==> src/hdl/mode_slot_cyclic_scheduler_defines.svh <==
//------------------------------------------------------------------------------
// mode_slot_cyclic_scheduler_defines
// assertion macros shared by the scheduler rtl
//------------------------------------------------------------------------------
`ifndef MODE_SLOT_CYCLIC_SCHEDULER_DEFINES_SVH
`define MODE_SLOT_CYCLIC_SCHEDULER_DEFINES_SVH

// same-cycle implication, checked on every rising clk edge out of reset
`define MSC_ASSERT_SAME(label, ante, cons, msg) \
    label: assert property (@(posedge clk) disable iff (!rst_n) (ante) |-> (cons)) \
        else $error(msg);

// next-cycle implication, checked on every rising clk edge out of reset
`define MSC_ASSERT_NEXT(label, ante, cons, msg) \
    label: assert property (@(posedge clk) disable iff (!rst_n) (ante) |=> (cons)) \
        else $error(msg);

`endif

==> src/hdl/msc_pkg.sv <==
//------------------------------------------------------------------------------
// msc_pkg
// shared widths, codes and types of the mode slot cyclic scheduler
//------------------------------------------------------------------------------
package msc_pkg;

    localparam int DEF_SLOTS_PER_MODE = 5;
    localparam int DEF_MODE_COUNT     = 4;

    localparam int TIME_W     = 32;
    localparam int CMD_W      = 2;
    localparam int MODE_W     = 2;
    localparam int KIND_W     = 2;
    localparam int SLOT_IDX_W = 3;

    localparam logic [TIME_W-1:0] PERIOD_RESET = TIME_W'(1000);

    typedef enum logic [CMD_W-1:0] {
        CMD_TICK     = 2'd0,
        CMD_REGISTER = 2'd1,
        CMD_SELECT   = 2'd2
    } cmd_t;

    typedef enum logic [KIND_W-1:0] {
        EV_FIRED    = 2'd0,
        EV_OVERRUN  = 2'd1,
        EV_REJECTED = 2'd2
    } ev_kind_t;

    // result of the shared subtract / compare unit
    typedef struct packed {
        logic [TIME_W-1:0] diff;
        logic              ge;
    } cmp_result_t;

endpackage

==> src/hdl/msc_ram.sv <==
//------------------------------------------------------------------------------
// msc_ram
// generic single write port, single read port ram with registered read
//------------------------------------------------------------------------------
module msc_ram #(
    parameter int DATA_W = 32,
    parameter int DEPTH  = 20
) (
    input  logic                                           clk,
    input  logic                                           wr_en,
    input  logic [((DEPTH > 1) ? $clog2(DEPTH) : 1)-1:0]   wr_addr,
    input  logic [DATA_W-1:0]                              wr_data,
    input  logic [((DEPTH > 1) ? $clog2(DEPTH) : 1)-1:0]   rd_addr,
    output logic [DATA_W-1:0]                              rd_data
);

    logic [DATA_W-1:0] mem [DEPTH];
    logic [DATA_W-1:0] rd_data_reg;

    always_ff @(posedge clk)
    begin
        if (wr_en)
        begin
            mem[wr_addr] <= wr_data;
        end
        rd_data_reg <= mem[rd_addr];
    end

    assign rd_data = rd_data_reg;

endmodule

==> src/hdl/msc_sub_unit.sv <==
//------------------------------------------------------------------------------
// msc_sub_unit
// shared 32-bit subtractor with unsigned greater-or-equal flag
//------------------------------------------------------------------------------
module msc_sub_unit
    import msc_pkg::*;
(
    input  logic [TIME_W-1:0] op_a,
    input  logic [TIME_W-1:0] op_b,
    output cmp_result_t       res
);

    logic [TIME_W:0] wide_diff;

    // borrow out of the top bit means a < b
    assign wide_diff = {1'b0, op_a} - {1'b0, op_b};
    assign res.diff  = wide_diff[TIME_W-1:0];
    assign res.ge    = ~wide_diff[TIME_W];

endmodule

==> src/hdl/mode_slot_cyclic_scheduler.sv <==
//------------------------------------------------------------------------------
// mode_slot_cyclic_scheduler
// time-triggered cyclic scheduler with per-mode slot tables
//------------------------------------------------------------------------------
// An item is taken when start is high and busy is low. Register and select
// items finish in the cycle they are taken and busy never rises for them; a
// rejected registration shows its single event in the next cycle. A tick keeps
// busy high through a period check, an overrun pass over the n slots of the
// active mode (skipped when the period has not run out), a firing pass over
// the same slots and a flush; both passes are skipped when n is zero. Both
// passes step through the slots one at a time; the period check and the
// firing pass share one 32-bit subtract/compare unit, which also forms the
// elapsed time in the cycle the tick is taken. Slot offsets sit in a small
// ram with registered read, so the firing pass reads one slot ahead. Every
// event is shown for exactly one cycle with event_strobe high and cannot be
// held off; one event is kept back so that last can be set on the final
// event of an item, hence an event goes out in the cycle after the next
// event is found or after the flush state. The offset ram is not cleared at
// reset; only written slots are ever used, so there is no clearing pass. The
// period register may be written at any idle time; cfg_ready is always high.
//------------------------------------------------------------------------------
`include "mode_slot_cyclic_scheduler_defines.svh"

module mode_slot_cyclic_scheduler
    import msc_pkg::*;
#(
    parameter int SLOTS_PER_MODE = DEF_SLOTS_PER_MODE,
    parameter int MODE_COUNT     = DEF_MODE_COUNT
) (
    input  logic                  clk,
    input  logic                  rst_n,
    // command channel
    input  logic                  start,
    output logic                  busy,
    input  logic [CMD_W-1:0]      command,
    input  logic [TIME_W-1:0]     now_ms,
    input  logic [MODE_W-1:0]     mode,
    input  logic [TIME_W-1:0]     offset_ms,
    // period register write channel
    input  logic                  cfg_valid,
    output logic                  cfg_ready,
    input  logic [TIME_W-1:0]     cfg_data,
    // event channel
    output logic                  event_strobe,
    output logic [KIND_W-1:0]     event_kind,
    output logic [SLOT_IDX_W-1:0] slot_index,
    output logic [MODE_W-1:0]     event_mode,
    output logic                  last
);

    // table geometry
    localparam int TOTAL   = MODE_COUNT * SLOTS_PER_MODE;
    localparam int ADDR_W  = (TOTAL > 1) ? $clog2(TOTAL) : 1;
    localparam int CNT_W   = $clog2(SLOTS_PER_MODE + 1);
    localparam int MIDX_W  = (MODE_COUNT > 1) ? $clog2(MODE_COUNT) : 1;
    localparam int MEXT_W  = (MIDX_W > MODE_W) ? MIDX_W : MODE_W;

    // one-hot sequencer states
    typedef enum logic [4:0] {
        S_IDLE = 5'b00001,
        S_PCHK = 5'b00010,
        S_OVR  = 5'b00100,
        S_FCHK = 5'b01000,
        S_FIN  = 5'b10000
    } state_t;

    state_t              state_reg, state_next;
    logic [CNT_W-1:0]    idx_reg, idx_next;
    logic [CNT_W-1:0]    cnt_reg, cnt_next;
    logic [TIME_W-1:0]   now_reg, now_next;
    logic [TIME_W-1:0]   elapsed_reg, elapsed_next;
    logic [TIME_W-1:0]   period_reg, period_next;
    logic [TIME_W-1:0]   period_start_reg, period_start_next;
    logic [MODE_W-1:0]   active_mode_reg, active_mode_next;
    logic [CNT_W-1:0]    slot_count_reg [MODE_COUNT];
    logic [CNT_W-1:0]    slot_count_next [MODE_COUNT];
    logic [TOTAL-1:0]    armed_reg, armed_next;

    // one event held back until we know whether it is the final one
    logic                  pend_valid_reg, pend_valid_next;
    ev_kind_t              pend_kind_reg, pend_kind_next;
    logic [SLOT_IDX_W-1:0] pend_slot_reg, pend_slot_next;

    // registered event outputs
    logic                  ev_strobe_reg, ev_strobe_next;
    ev_kind_t              ev_kind_reg, ev_kind_next;
    logic [SLOT_IDX_W-1:0] ev_slot_reg, ev_slot_next;
    logic [MODE_W-1:0]     ev_mode_reg, ev_mode_next;
    logic                  ev_last_reg, ev_last_next;

    logic                  accept;
    logic [MEXT_W-1:0]     am_ext, in_ext;
    logic [MIDX_W-1:0]     am_idx, in_idx;
    logic                  mode_ok;
    logic [CNT_W-1:0]      reg_cnt;
    logic                  reg_room;
    logic [CNT_W-1:0]      idx_inc;
    logic                  scan_end;
    logic [CNT_W-1:0]      rd_idx;
    logic [ADDR_W-1:0]     cur_addr, rd_addr, wr_addr;
    logic                  ram_we;
    logic [TIME_W-1:0]     rd_offset;
    logic [TIME_W-1:0]     unit_a, unit_b;
    cmp_result_t           unit_res;

    // new event found this cycle
    logic                  hit_valid;
    ev_kind_t              hit_kind;

    assign accept    = start && !busy;
    assign busy      = (state_reg != S_IDLE);
    assign cfg_ready = 1'b1;

    // mode indexes, widened first so any mode count works
    assign am_ext  = MEXT_W'(active_mode_reg);
    assign am_idx  = am_ext[MIDX_W-1:0];
    assign in_ext  = MEXT_W'(mode);
    assign in_idx  = in_ext[MIDX_W-1:0];
    assign mode_ok = (int'(mode) < MODE_COUNT);

    assign reg_cnt  = mode_ok ? slot_count_reg[in_idx] : '0;
    assign reg_room = mode_ok && (int'(reg_cnt) < SLOTS_PER_MODE);
    assign wr_addr  = ADDR_W'(int'(in_idx) * SLOTS_PER_MODE + int'(reg_cnt));

    assign idx_inc  = idx_reg + CNT_W'(1);
    assign scan_end = (idx_inc == cnt_reg);
    assign cur_addr = ADDR_W'(int'(am_idx) * SLOTS_PER_MODE + int'(idx_reg));

    // firing pass reads one slot ahead; everywhere else slot 0 is prefetched
    assign rd_idx  = ((state_reg == S_FCHK) && !scan_end) ? idx_inc : '0;
    assign rd_addr = ADDR_W'(int'(am_idx) * SLOTS_PER_MODE + int'(rd_idx));

    msc_ram #(
        .DATA_W (TIME_W),
        .DEPTH  (TOTAL)
    ) u_offset_ram (
        .clk     (clk),
        .wr_en   (ram_we),
        .wr_addr (wr_addr),
        .wr_data (offset_ms),
        .rd_addr (rd_addr),
        .rd_data (rd_offset)
    );

    // shared unit operand select
    always_comb
    begin
        case (state_reg)
            S_IDLE:
            begin
                unit_a = now_ms;
                unit_b = period_start_reg;
            end
            S_PCHK:
            begin
                unit_a = elapsed_reg;
                unit_b = period_reg;
            end
            default:
            begin
                unit_a = elapsed_reg;
                unit_b = rd_offset;
            end
        endcase
    end

    msc_sub_unit u_sub (
        .op_a (unit_a),
        .op_b (unit_b),
        .res  (unit_res)
    );

    // sequencer and datapath next state
    always_comb
    begin
        state_next        = state_reg;
        idx_next          = idx_reg;
        cnt_next          = cnt_reg;
        now_next          = now_reg;
        elapsed_next      = elapsed_reg;
        period_next       = period_reg;
        period_start_next = period_start_reg;
        active_mode_next  = active_mode_reg;
        slot_count_next   = slot_count_reg;
        armed_next        = armed_reg;
        ram_we            = 1'b0;
        hit_valid         = 1'b0;
        hit_kind          = EV_FIRED;

        pend_valid_next   = pend_valid_reg;
        pend_kind_next    = pend_kind_reg;
        pend_slot_next    = pend_slot_reg;
        ev_strobe_next    = 1'b0;
        ev_kind_next      = ev_kind_reg;
        ev_slot_next      = ev_slot_reg;
        ev_mode_next      = ev_mode_reg;
        ev_last_next      = ev_last_reg;

        if (cfg_valid && cfg_ready)
        begin
            period_next = cfg_data;
        end

        case (state_reg)
            S_IDLE:
            begin
                if (accept)
                begin
                    case (command)
                        CMD_REGISTER:
                        begin
                            if (reg_room)
                            begin
                                ram_we                  = 1'b1;
                                armed_next[wr_addr]     = 1'b0;
                                slot_count_next[in_idx] = reg_cnt + CNT_W'(1);
                            end
                            else
                            begin
                                // table full or no such mode: single event
                                ev_strobe_next = 1'b1;
                                ev_kind_next   = EV_REJECTED;
                                ev_slot_next   = '0;
                                ev_mode_next   = mode;
                                ev_last_next   = 1'b1;
                            end
                        end
                        CMD_SELECT:
                        begin
                            if (mode_ok)
                            begin
                                active_mode_next = mode;
                            end
                        end
                        CMD_TICK:
                        begin
                            now_next     = now_ms;
                            elapsed_next = unit_res.diff;
                            cnt_next     = slot_count_reg[am_idx];
                            idx_next     = '0;
                            state_next   = S_PCHK;
                        end
                        default:
                        begin
                            // unused command code, ignored
                        end
                    endcase
                end
            end

            S_PCHK:
            begin
                idx_next = '0;
                if (unit_res.ge)
                begin
                    // period ran out: restart it at the tick time
                    period_start_next = now_reg;
                    elapsed_next      = '0;
                    state_next        = (cnt_reg == '0) ? S_FIN : S_OVR;
                end
                else
                begin
                    state_next = (cnt_reg == '0) ? S_FIN : S_FCHK;
                end
            end

            S_OVR:
            begin
                if (armed_reg[cur_addr])
                begin
                    hit_valid = 1'b1;
                    hit_kind  = EV_OVERRUN;
                end
                armed_next[cur_addr] = 1'b1;
                if (scan_end)
                begin
                    idx_next   = '0;
                    state_next = S_FCHK;
                end
                else
                begin
                    idx_next = idx_inc;
                end
            end

            S_FCHK:
            begin
                if (armed_reg[cur_addr] && unit_res.ge)
                begin
                    hit_valid            = 1'b1;
                    hit_kind             = EV_FIRED;
                    armed_next[cur_addr] = 1'b0;
                end
                if (scan_end)
                begin
                    state_next = S_FIN;
                end
                else
                begin
                    idx_next = idx_inc;
                end
            end

            S_FIN:
            begin
                if (pend_valid_reg)
                begin
                    ev_strobe_next  = 1'b1;
                    ev_kind_next    = pend_kind_reg;
                    ev_slot_next    = pend_slot_reg;
                    ev_mode_next    = active_mode_reg;
                    ev_last_next    = 1'b1;
                    pend_valid_next = 1'b0;
                end
                state_next = S_IDLE;
            end

            default:
            begin
                state_next = S_IDLE;
            end
        endcase

        // a new event pushes the held one out, not final
        if (hit_valid)
        begin
            if (pend_valid_reg)
            begin
                ev_strobe_next = 1'b1;
                ev_kind_next   = pend_kind_reg;
                ev_slot_next   = pend_slot_reg;
                ev_mode_next   = active_mode_reg;
                ev_last_next   = 1'b0;
            end
            pend_valid_next = 1'b1;
            pend_kind_next  = hit_kind;
            pend_slot_next  = SLOT_IDX_W'(idx_reg);
        end
    end

    always_ff @(posedge clk or negedge rst_n)
    begin
        if (!rst_n)
        begin
            state_reg        <= S_IDLE;
            idx_reg          <= '0;
            cnt_reg          <= '0;
            now_reg          <= '0;
            elapsed_reg      <= '0;
            period_reg       <= PERIOD_RESET;
            period_start_reg <= '0;
            active_mode_reg  <= '0;
            for (int m = 0; m < MODE_COUNT; m++)
            begin
                slot_count_reg[m] <= '0;
            end
            armed_reg        <= '0;
            pend_valid_reg   <= 1'b0;
            pend_kind_reg    <= EV_FIRED;
            pend_slot_reg    <= '0;
            ev_strobe_reg    <= 1'b0;
            ev_kind_reg      <= EV_FIRED;
            ev_slot_reg      <= '0;
            ev_mode_reg      <= '0;
            ev_last_reg      <= 1'b0;
        end
        else
        begin
            state_reg        <= state_next;
            idx_reg          <= idx_next;
            cnt_reg          <= cnt_next;
            now_reg          <= now_next;
            elapsed_reg      <= elapsed_next;
            period_reg       <= period_next;
            period_start_reg <= period_start_next;
            active_mode_reg  <= active_mode_next;
            slot_count_reg   <= slot_count_next;
            armed_reg        <= armed_next;
            pend_valid_reg   <= pend_valid_next;
            pend_kind_reg    <= pend_kind_next;
            pend_slot_reg    <= pend_slot_next;
            ev_strobe_reg    <= ev_strobe_next;
            ev_kind_reg      <= ev_kind_next;
            ev_slot_reg      <= ev_slot_next;
            ev_mode_reg      <= ev_mode_next;
            ev_last_reg      <= ev_last_next;
        end
    end

    assign event_strobe = ev_strobe_reg;
    assign event_kind   = ev_kind_reg;
    assign slot_index   = ev_slot_reg;
    assign event_mode   = ev_mode_reg;
    assign last         = ev_last_reg;

    // a taken tick always runs the sequencer
    `MSC_ASSERT_NEXT(a_tick_goes_busy, start && !busy && command == CMD_TICK, busy, "tick not started")
    // nothing may stay held back once the block is idle
    `MSC_ASSERT_SAME(a_idle_no_pending, state_reg == S_IDLE, !pend_valid_reg, "event left behind")
    // slot scans stay within the registered slots
    `MSC_ASSERT_SAME(a_scan_in_range, state_reg == S_OVR || state_reg == S_FCHK, idx_reg < cnt_reg, "slot scan out of range")
    // fired and overrun events belong to the active mode
    `MSC_ASSERT_SAME(a_event_mode_active, event_strobe && event_kind != EV_REJECTED, event_mode == active_mode_reg, "event mode mismatch")

endmodule

==> config.mk <==
export PLATFORM = sky130hd
export DESIGN_NAME = mode_slot_cyclic_scheduler
export DESIGN_NICKNAME = d
export VERILOG_FILES = /design/src/hdl/msc_pkg.sv /design/src/hdl/msc_ram.sv /design/src/hdl/msc_sub_unit.sv /design/src/hdl/mode_slot_cyclic_scheduler.sv
export VERILOG_INCLUDE_DIRS = /design/src /design/src/hdl
export SDC_FILE = /design/constraint.sdc
export NUM_CORES = 1
export LEC_CHECK = 0
export BUFFER_PORTS_ARGS = -buffer_cell sky130_fd_sc_hd__clkbuf_2
export CAP_MARGIN = 25
export CORE_UTILIZATION = 55
export CTS_BUF_LIST = sky130_fd_sc_hd__clkbuf_4 sky130_fd_sc_hd__clkbuf_8
export DETAILED_ROUTE_END_ITERATION = 8
export PLACE_DENSITY_LB_ADDON = 0.05
export SYNTH_ARGS = -nofsm -noshare
export SYNTH_HDL_FRONTEND = slang
export SYNTH_SLANG_ARGS = --single-unit
export TNS_END_PERCENT = 1
==> constraint.sdc <==
create_clock -name clk -period 9.9 [get_ports clk]
set_input_delay 0.495 -clock clk [delete_from_list [all_inputs] [get_ports clk]]
set_output_delay 0.495 -clock clk [all_outputs]
set_load 0.03 [all_outputs]
==> metrics.csv, run 1 <==
metric,value,unit
adder-cell share of the synthesized area,1.840,%
RD Place Congestion,0.9238,
final cell count without fillers,3338,
total grt overflow,0,
Yosys top cell by area,edfxtp_1,
post-synthesis mux area share,16.42,%
Synth Area in Simple Gates,5.109,%
Post-Synthesis Net Count,2272,
XOR/XNOR Fraction of Synth Area,1.032,%
H-tree depth,4,
input/output buffers,113,
reg2reg end,armed_reg[0],
CP Max Fanout,56,
largest net degree at the start of global routing,122,
First DRT Iteration DRCs,1784,
wire length per cell,25.00,um
R2R Setup Slk,4.18,ns
share of the synthesized area in the top cell type,53.94,%
Critical Path Source,state_reg[1],
CTS Buf Count,143,
WHS,0.1317,ns
vias in the first global route,20740,
sequential fraction of the synthesis area,68.89,%
largest family of logic cells by synthesized area,multiplexers,
Synth top cells by count,"edfxtp_1, nand2_1, mux4_2",
max_cap viols,0,
Longest Clk Path Bufs,3,
Clock Skews,0.03337,ns
r2r startpoint,state_reg[1],
vias per std cell,6.031,
"antenna viol nets, final",0,
"Most flops, register",u_offset_ram.mem,
Int Power,6.841,mW
Comb power frac,20.7,%
top_reg_cell synth,edfxtp_1,
Worst EP arrival,6.43,ns
"FFs w/ async S/R, synth",21.77,%
#FFs+latches synth,859,
post-CTS setup buffers,0,
Starting Density,56.08,%
Final Slew Violations,0,
Root Driver,clkbuf_8,
Tmin final,5.716,ns
Final period util,57.74,%
"Slowest-stage cell, CP",a211oi_1,
Ys Warns,0,
Inst Count DP,3006,
sw frac,28.10,%
CP endpoint kind,flip-flop,
"CP delay by family, top",simple AND/OR/NAND/NOR gates,
leak pwr,15.02,nW
Worst path depth,17,
Via Count,20130,
CTS resizes,0,
power share of the sequential group,45.9,%
row count,92,
Peak VDD IR,0.1488,mV
status,"complete, no violations",
HP Class,in -> async,
RSZ-0062 raised after global routing,no,
boundary pin count,115,
DR DRC count,0,
setup tns final,0,ns
initial antenna violation count,9,
Startpoint Class,flip-flop,
CTS tree,built,
first-pass GRT wire length,127300,um
final hold violations,0,
DIE HEIGHT,256.5,um
clk_lat worst skew,0.77,ns
DP HPWL,45830,um
post-synthesis cell count,2118,
worst slew pin tran,0.9865,ns
"count leader, synth",edfxtp_1,
synth top area cells,"edfxtp_1, mux4_2, dfrtp_1",
power per cell area,231.9,mW/mm^2
number of flops mapped to enable cells by yosys,640,
"Cell Chain, Critical Path",nor3_1 -> and3b_2 -> buf_4 -> inv_1 -> buf_4 -> nand2_1 -> nand2_1 -> ha_1 -> nand4_1 -> or3_1 -> a211oi_1 -> a21bo_2 -> a211oi_1 -> nor3_2 -> buf_6 -> nor3_1 -> o22a_1,
crit path capture,armed_reg[0],
# setup viols final,0,
Area Growth Syn to Fin,15.16,%
total track usage,26.14,%
Total Wirelength,83460,um
Relative slew margins,34.23,%
die area,0.06581,sq mm
number of buffers and inverters on the critical path,4,
Required @ worst endpoint,10.61,ns
Yosys cell types,62,
syn_area_per_cell,16.82,sq um
clk sinks,859,
Psw,2.674,mW
Max Freq,0.1749,GHz
nets@finish,2525,
kind of critical path,reg -> reg,
die width,256.5,um
CTS clock-pin slew for the worst setup and hold paths,0.06,ns
post-synthesis compound-gate area fraction,5.274,%
CP peak stage delay,0.66,ns
clock share of power,33.4,%
Core ar.,0.06354,sq mm
Synth Cell Area,0.03563,sq mm
Post-CTS Hold Buffers,65,
layout cell share with drive strength beyond 1,30.45,%
max reg flops,640,
Reg2Reg Depth,17,
1st-pass router iterations,5,
cells in the final DEF (no fill, tap or decap), types with 5 or more instances in the layout:
cell type,Yosys,final
a211oi_1,5,5
a21o_1,21,21
a21oi_1,90,89
a22o_1,33,33
a31oi_1,8,8
and2_1,8,8
buf_4,1,37
clkbuf_2,0,112
clkbuf_4,0,64
clkbuf_8,0,164
clkinv_1,0,17
clkinv_2,0,7
clkinvlp_4,0,6
dfrtp_1,180,180
dfstp_2,7,7
dfxtp_1,32,32
dlygate4sd3_1,0,65
edfxtp_1,640,640
ha_1,46,45
inv_1,20,20
mux2_2,110,110
mux4_2,203,203
nand2_1,266,265
nand2b_1,9,9
nand3_1,17,17
nand3b_1,8,8
nand4_1,9,9
nor2_1,48,27
nor2_4,0,20
nor2b_1,9,9
nor3_1,28,27
o21a_1,6,6
o21ai_0,74,74
o22a_1,21,21
xnor2_1,25,23
xor2_1,17,17
area by class of cell:
class	count	area, sq um
diodes	3	7.507
clock buffers	227	2724
clock inverters	36	227.7
fillers	4533	22510
inverters	20	75.07
multi-input cells	1127	10780
flip-flops and latches	859	24550
well taps	846	1059
repair buffers	220	1608
worst min-delay path by stage:
stage                               to  slack, ns  cells past startpoint         from
floorplan           active_mode_reg[0]       0.20                      0        rst_n
global placement           now_reg[16]       0.45                      2  now_reg[16]
detailed placement         now_reg[18]       0.46                      2  now_reg[18]
CTS                 active_mode_reg[0]       0.06                      3   command[1]
global route               now_reg[10]       0.09                      2        rst_n
finish                     now_reg[12]       0.13                      2        rst_n
power groups by stage:
stage          logic [mW]  clock network, mW  registers [mW]
2_1_floorplan        1.41                  0            4.34
3_3_place_gp         1.91                  0            4.43
3_5_place_dp         1.94                  0            4.43
4_1_cts              1.97               3.25            4.36
5_1_grt              2.15               3.41            4.39
6_report             1.97               3.18            4.37
metal layers:
| layer | global-route usage [%] | share of wire, % | up-vias |
|---|---|---|---|
| met3 | 4.527 | 6.1 | 151 |
| met1 | 35.86 | 42 | 10440 |
| met4 | 9.011 | 2.2 | 6 |
| met5 | 0 | 0.046 | - |
| met2 | 42.61 | 49 | 728 |
| li1 | - | - | 8810 |
cell families after synthesis:
family,Yosys count
flip-flops,859
AND/OR/NAND/NOR,421
multiplexers,317
AO/OA/AOI/OAI,296
buffers and inverters,132
adder cells (fa/ha/maj),50
XOR/XNOR,42
other,1
per-stage QoR:
stage,utilization [%],power (mW),setup WS (ns),area (sq um)
final,64.58,9.515,4.184,41030
after global routing,64.58,9.947,3.773,41030
after CTS,64.52,9.582,4.227,41000
after detailed placement,58.85,6.372,4.237,37390
after global placement,58.73,6.334,4.179,37320
after floorplan,-,5.749,5.396,35630
(Power assumes the default switching activity.)
==> run 2: changes to the inputs <==
Clock period 9.9 ns to 4.6 ns, I/O delays scaled along.
==> run 2 against run 1 <==
Compared with the run above: cell area increased by 2.4%; power increased by 120%; via count is 0.51% higher; largest cell class unchanged; hold slack lost 0.087 ns; count of clock-buffer cells in the layout decreased by 14; clock skew grew 0.011 ns; routed wire length up 1.3%; highest routed layer is now met4; critical path depth down 4; first-iteration DRC count rose by 1.5%.
==> metrics.csv, run 2 (synthesized netlist as in run 1, its figures left out) <==
metric,value,unit
status,"complete, no violations",
Max Freq,0.2244,GHz
CTS Buf Count,141,
setup tns final,0,ns
"most common cell after layout, fill and taps aside",edfxtp_1,
leak pwr,15.46,nW
DRT met1 WL,37430,um
CP Max Fanout,24,
clk sinks,859,
area of the multi-input gates,0.01080,sq mm
CTS clock-pin slew for the worst setup and hold paths,0.06,ns
largest net degree at the start of global routing,88,
worst setup margin,0.1429,ns
Final period util,96.89,%
post-layout instance area,0.04203,sq mm
wire length per cell,24.79,um
Clock Skews,0.04409,ns
post-place setup slack,0.1735,ns
total track usage,26.32,%
# setup viols final,0,
boundary pin count,115,
row count,92,
input/output buffers,113,
Area Growth Syn to Fin,17.96,%
RD Place Congestion,0.8924,
Via Count,20240,
Required @ worst endpoint,5.23,ns
1st-pass router iterations,5,
Final Slew Violations,0,
"Core Util, Final",66.15,%
most frequent cells in the layout,"edfxtp_1, nand2_1, mux4_2",
Relative slew margins,36.95,%
register area,0.02455,sq mm
Root Driver,clkbuf_8,
CTS tree,built,
WHS,0.04437,ns
DR DRC count,0,
met3 wire length,4503,um
DP HPWL,47500,um
Starting Density,56.08,%
final hold violations,0,
max reg flops,640,
First DRT Iteration DRCs,1810,
Longest Clk Path Bufs,3,
total grt overflow,0,
Peak VDD IR,0.3504,mV
Total Wirelength,84520,um
vias in the first global route,21090,
H-tree depth,4,
CP endpoint kind,flip-flop,
"Most flops, register",u_offset_ram.mem,
power per cell area,491.9,mW/mm^2
Worst EP arrival,5.09,ns
initial antenna violation count,2,
worst slew pin tran,0.9458,ns
die area,0.06581,sq mm
layout cell share with drive strength beyond 1,30.89,%
DR top layer,met4,
Tmin final,4.457,ns
wire length on met2,40610,um
max_cap viols,0,
"antenna viol nets, final",0,
vias per std cell,5.936,
nets@finish,2598,
DIE HEIGHT,256.5,um
die width,256.5,um
kind of critical path,reg -> reg,
Post-DP Area,0.03801,sq mm
Core ar.,0.06354,sq mm
clk_lat worst skew,0.79,ns
HP Class,in -> async,
fillcell total,4458,
Startpoint Class,flip-flop,
first-pass GRT wire length,127700,um
run 2: cell type report:
type | instances | share of cell area (%)
antenna | 2 | 0.01191
clock buffer | 213 | 6.156
clock inverter | 47 | 0.9050
inverter | 20 | 0.1786
multi-input combinational | 1127 | 25.70
sequential | 859 | 58.40
tap | 846 | 2.518
timing repair buffer | 295 | 6.132
run 2: final timing paths:
check	to	slack (ns)	cells after the start	from
min in group clk	slot_count_reg[9]	0.08	5	command[0]
worst min-delay path	now_reg[6]	0.04	2	rst_n
max in group asynchronous	active_mode_reg[0]	3.48	3	rst_n
worst min register to register	now_reg[20]	0.47	2	now_reg[20]
worst max-delay path	u_offset_ram.rd_data[4]	0.14	13	idx_reg[1]
worst max register to register	u_offset_ram.rd_data[4]	0.14	13	idx_reg[1]
run 2: critical path, stage by stage, from the launching register on:
cell and delay [ns]:
dfrtp_1 0.46, ha_1 0.24, xnor2_1 0.26, xnor2_1 0.10, nor3_1 0.28, nand2b_1 0.23, nor2_1 0.10, ha_4 0.17
fa_4 0.82, buf_12 0.22, buf_4 0.27, mux4_2 0.33, mux4_2 0.48, mux2_2 0.32
run 2: where the power goes:
group          internal, mW  total, mW  leakage, nW  switching, mW
sequential             8.97       9.42         8.41          0.447
clock                  3.77       6.84         1.57           3.07
combinational          2.07       4.42         5.48           2.35
total                  14.8       20.7         15.5           5.86
run 2: layer usage:
| metal | GRT usage [%] | up-vias |
|---|---|---|
| li1 | - | 8967 |
| met1 | 37.71 | 10480 |
| met2 | 41.50 | 641 |
| met3 | 4.429 | 149 |
| met4 | 8.647 | 0 |
| met5 | 0 | - |
run 2: what timing repair did:
action                                 in CTS  in global routing
buffers inserted                            0                  0
resized for setup                           0                  5
setup endpoints to repair                   0                 28
endpoints found under the hold margin     802                  0
hold buffers                              103                  0
run 2: metrics by stage:
stage	instances	power, mW
after floorplan	2118	12.37
after global placement	3044	13.83
after detailed placement	3044	13.89
after CTS	3407	20.83
after global routing	3409	21.62
final	3409	20.67
==> run 3: changes to the inputs <==
Settings changed: CORE_UTILIZATION 55 to 40, CTS_BUF_LIST sky130_fd_sc_hd__clkbuf_4 sky130_fd_sc_hd__clkbuf_8 to sky130_fd_sc_hd__clkbuf_8, SYNTH_HIERARCHICAL set to 1.
==> run 3 against run 2 <==
Compared with the run above: utilization fell by 19 points; critical path type unchanged; sequential power fell by 1%; hold slack improved by 0.076 ns; worst setup slack improved by 0.11 ns; die area rose by 42%; combinational power rose by 20%; routed wire length rose by 18%; count of clock-buffer cells in the layout fell by 48.
==> metrics.csv, run 3 <==
metric,value,unit
status,"complete, no violations",
total grt overflow,0,
Psw,6.541,mW
wire length per cell,23.67,um
total track usage,21.65,%
r2r startpoint,state_reg[0],
Yosys cell types,92,
vias per std cell,5.362,
Post-Synthesis Net Count,2720,
"Core Util, Final",47.65,%
worst setup margin,0.2535,ns
Worst EP arrival,5.01,ns
Starting Density,40.35,%
"Slowest-stage cell, CP",dfstp_2,
Max Freq,0.2301,GHz
kind of critical path,reg -> reg,
DR DRC count,0,
Synth top cells by count,"edfxtp_1, nand2_1, mux2i_1",
"count leader, synth",edfxtp_1,
Required @ worst endpoint,5.26,ns
Clock Skews,0.02638,ns
Area Growth Syn to Fin,18.07,%
largest net degree at the start of global routing,99,
Reg2Reg Depth,19,
max reg flops,640,
Ys Warns,6,
leak pwr,16.75,nW
sw frac,31.22,%
worst slew pin tran,0.9435,ns
setup tns final,0,ns
fillcell total,8108,
CP peak stage delay,0.54,ns
CTS tree,built,
clk_lat worst skew,0.80,ns
Synth Cell Area,0.03699,sq mm
synth top area cells,"edfxtp_1, dfrtp_1, mux2i_1",
nets@finish,3072,
die area,0.09369,sq mm
Relative slew margins,37.10,%
clock share of power,30.2,%
Critical Path Source,state_reg[0],
power share of the sequential group,44.5,%
Via Count,22620,
DIE HEIGHT,306.1,um
post-synthesis cell count,2566,
die width,306.1,um
#FFs+latches synth,859,
most frequent cells in the layout,"edfxtp_1, nand2_1, mux2i_1",
sequential fraction of the synthesis area,66.36,%
boundary pin count,115,
syn_area_per_cell,14.42,sq um
number of flops mapped to enable cells by yosys,640,
Startpoint Class,flip-flop,
post-layout instance area,0.04367,sq mm
input/output buffers,113,
RD Place Congestion,0.8490,
power per cell area,479.7,mW/mm^2
Peak VDD IR,0.2553,mV
Power Total,20.95,mW
Total Wirelength,99880,um
"most common cell after layout, fill and taps aside",edfxtp_1,
clk sinks,859,
# setup viols final,0,
First DRT Iteration DRCs,1552,
first-pass GRT wire length,150200,um
RSZ-0062 raised after global routing,yes,
layout cell share with drive strength beyond 1,22.69,%
"antenna viol nets, final",0,
most frequent CP cell,nand2_1,
post-place setup slack,-0.02091,ns
Final period util,94.49,%
R2R Setup Slk,0.25,ns
"Cell Chain, Critical Path",nor2_1 -> and3_1 -> buf_6 -> a22oi_1 -> nand2_1 -> ha_1 -> fa_1 -> nor2b_2 -> o21ai_1 -> a21oi_2 -> a21oi_4 -> o31ai_4 -> a31oi_4 -> o21ai_1 -> buf_4 -> nand2_1 -> nand2_1 -> a41o_4 -> mux2_2,
Core ar.,0.09166,sq mm
Comb power frac,25.2,%
row count,111,
Final Slew Violations,0,
1st-pass router iterations,5,
Int Power,14.41,mW
max_cap viols,0,
top_reg_cell synth,edfxtp_1,
DP HPWL,58550,um
CTS clock-pin slew for the worst setup and hold paths,0.05,ns
final hold violations,0,
Yosys top cell by area,edfxtp_1,
Root Driver,clkbuf_8,
CTS Buf Count,151,
CP endpoint kind,flip-flop,
Tmin final,4.347,ns
"Most flops, register",u_offset_ram/mem,
Longest Clk Path Bufs,3,
"FFs w/ async S/R, synth",21.77,%
Post-DP Area,0.03986,sq mm
H-tree depth,4,
initial antenna violation count,4,
CP Max Fanout,15,
share of the synthesized area in the top cell type,51.96,%
vias in the first global route,23430,
HP Class,in -> async,
[run 3: routing by layer]
| metal | wire length (um) | up-vias | track usage [%] |
|---|---|---|---|
| li1 | - | 10410 | - |
| met1 | 45680 | 11590 | 29.36 |
| met2 | 48620 | 478 | 35.77 |
| met3 | 3734 | 138 | 3.691 |
| met4 | 1809 | 6 | 6.174 |
| met5 | 37 | - | 0 |
[run 3: area by class of cell]
class                      instances  area, sq um  share of cell area (%)
timing repair buffer             332         3042                   6.964
antenna                            1        2.502                0.005730
multi-input combinational       1523        11700                   26.79
tap                             1186         1484                   3.398
clock inverter                   102        430.4                  0.9855
inverter                          51        195.2                  0.4469
sequential                       859        24550                   56.21
clock buffer                     165         2271                   5.200
[run 3: cells by family after synthesis]
kind of cell / count (synthesis) / synth area share (%)
flops: 859 / 66.36
buf+inv: 184 / 2.726
fa+ha+maj: 50 / 1.772
other cells: 1 / 0.01014
xor+xnor: 41 / 0.9708
mux: 421 / 13.37
compound gates: 354 / 6.715
simple gates: 656 / 8.071
[run 3: final timing paths]
| kind | endpoint |
|---|---|
| worst max register to register | event_kind[0] |
| worst max-delay path | event_kind[0] |
| min in group clk | slot_count_reg[0] |
| max in group asynchronous | period_reg[9] |
| worst min register to register | elapsed_reg[31] |
| worst min-delay path | slot_count_reg[2] |
[run 3: critical path: cells and delay by family, from the launching register on]
| family | cells | cell delay (ns) |
|---|---|---|
| fa+ha+maj | 2 | 0.64 |
| flops | 1 | 0.54 |
| buf+inv | 2 | 0.37 |
| compound gates | 8 | 1.59 |
| mux | 1 | 0.34 |
| simple gates | 6 | 0.72 |
[run 3: timing repair]
item                                    CTS  global route
hold buffers                            103             0
setup buffers                             0             2
pin swaps                                 0             2
endpoints found under the setup margin    5            65
gates resized for setup                   2            12
hold endpoints to repair                810             0
gates cloned                              0             0
[run 3: stage by stage]
step	cells	hold WS [ns]
after detailed placement	3846	0.4111
final	4219	0.1200
after global routing	4219	0.1038
after global placement	3846	0.3933
after CTS	4216	0.04141
after floorplan	2566	-0.06559
[run 3: power groups by stage]
stage / Sequential, mW / Combinational [mW] / Clock, mW
detailed placement: 9.48 / 5.17 / 0
finish: 9.33 / 5.29 / 6.33
global placement: 9.48 / 5.13 / 0
floorplan: 9.35 / 3.49 / 0
CTS: 9.33 / 5.27 / 6.56
global route: 9.40 / 5.77 / 6.89
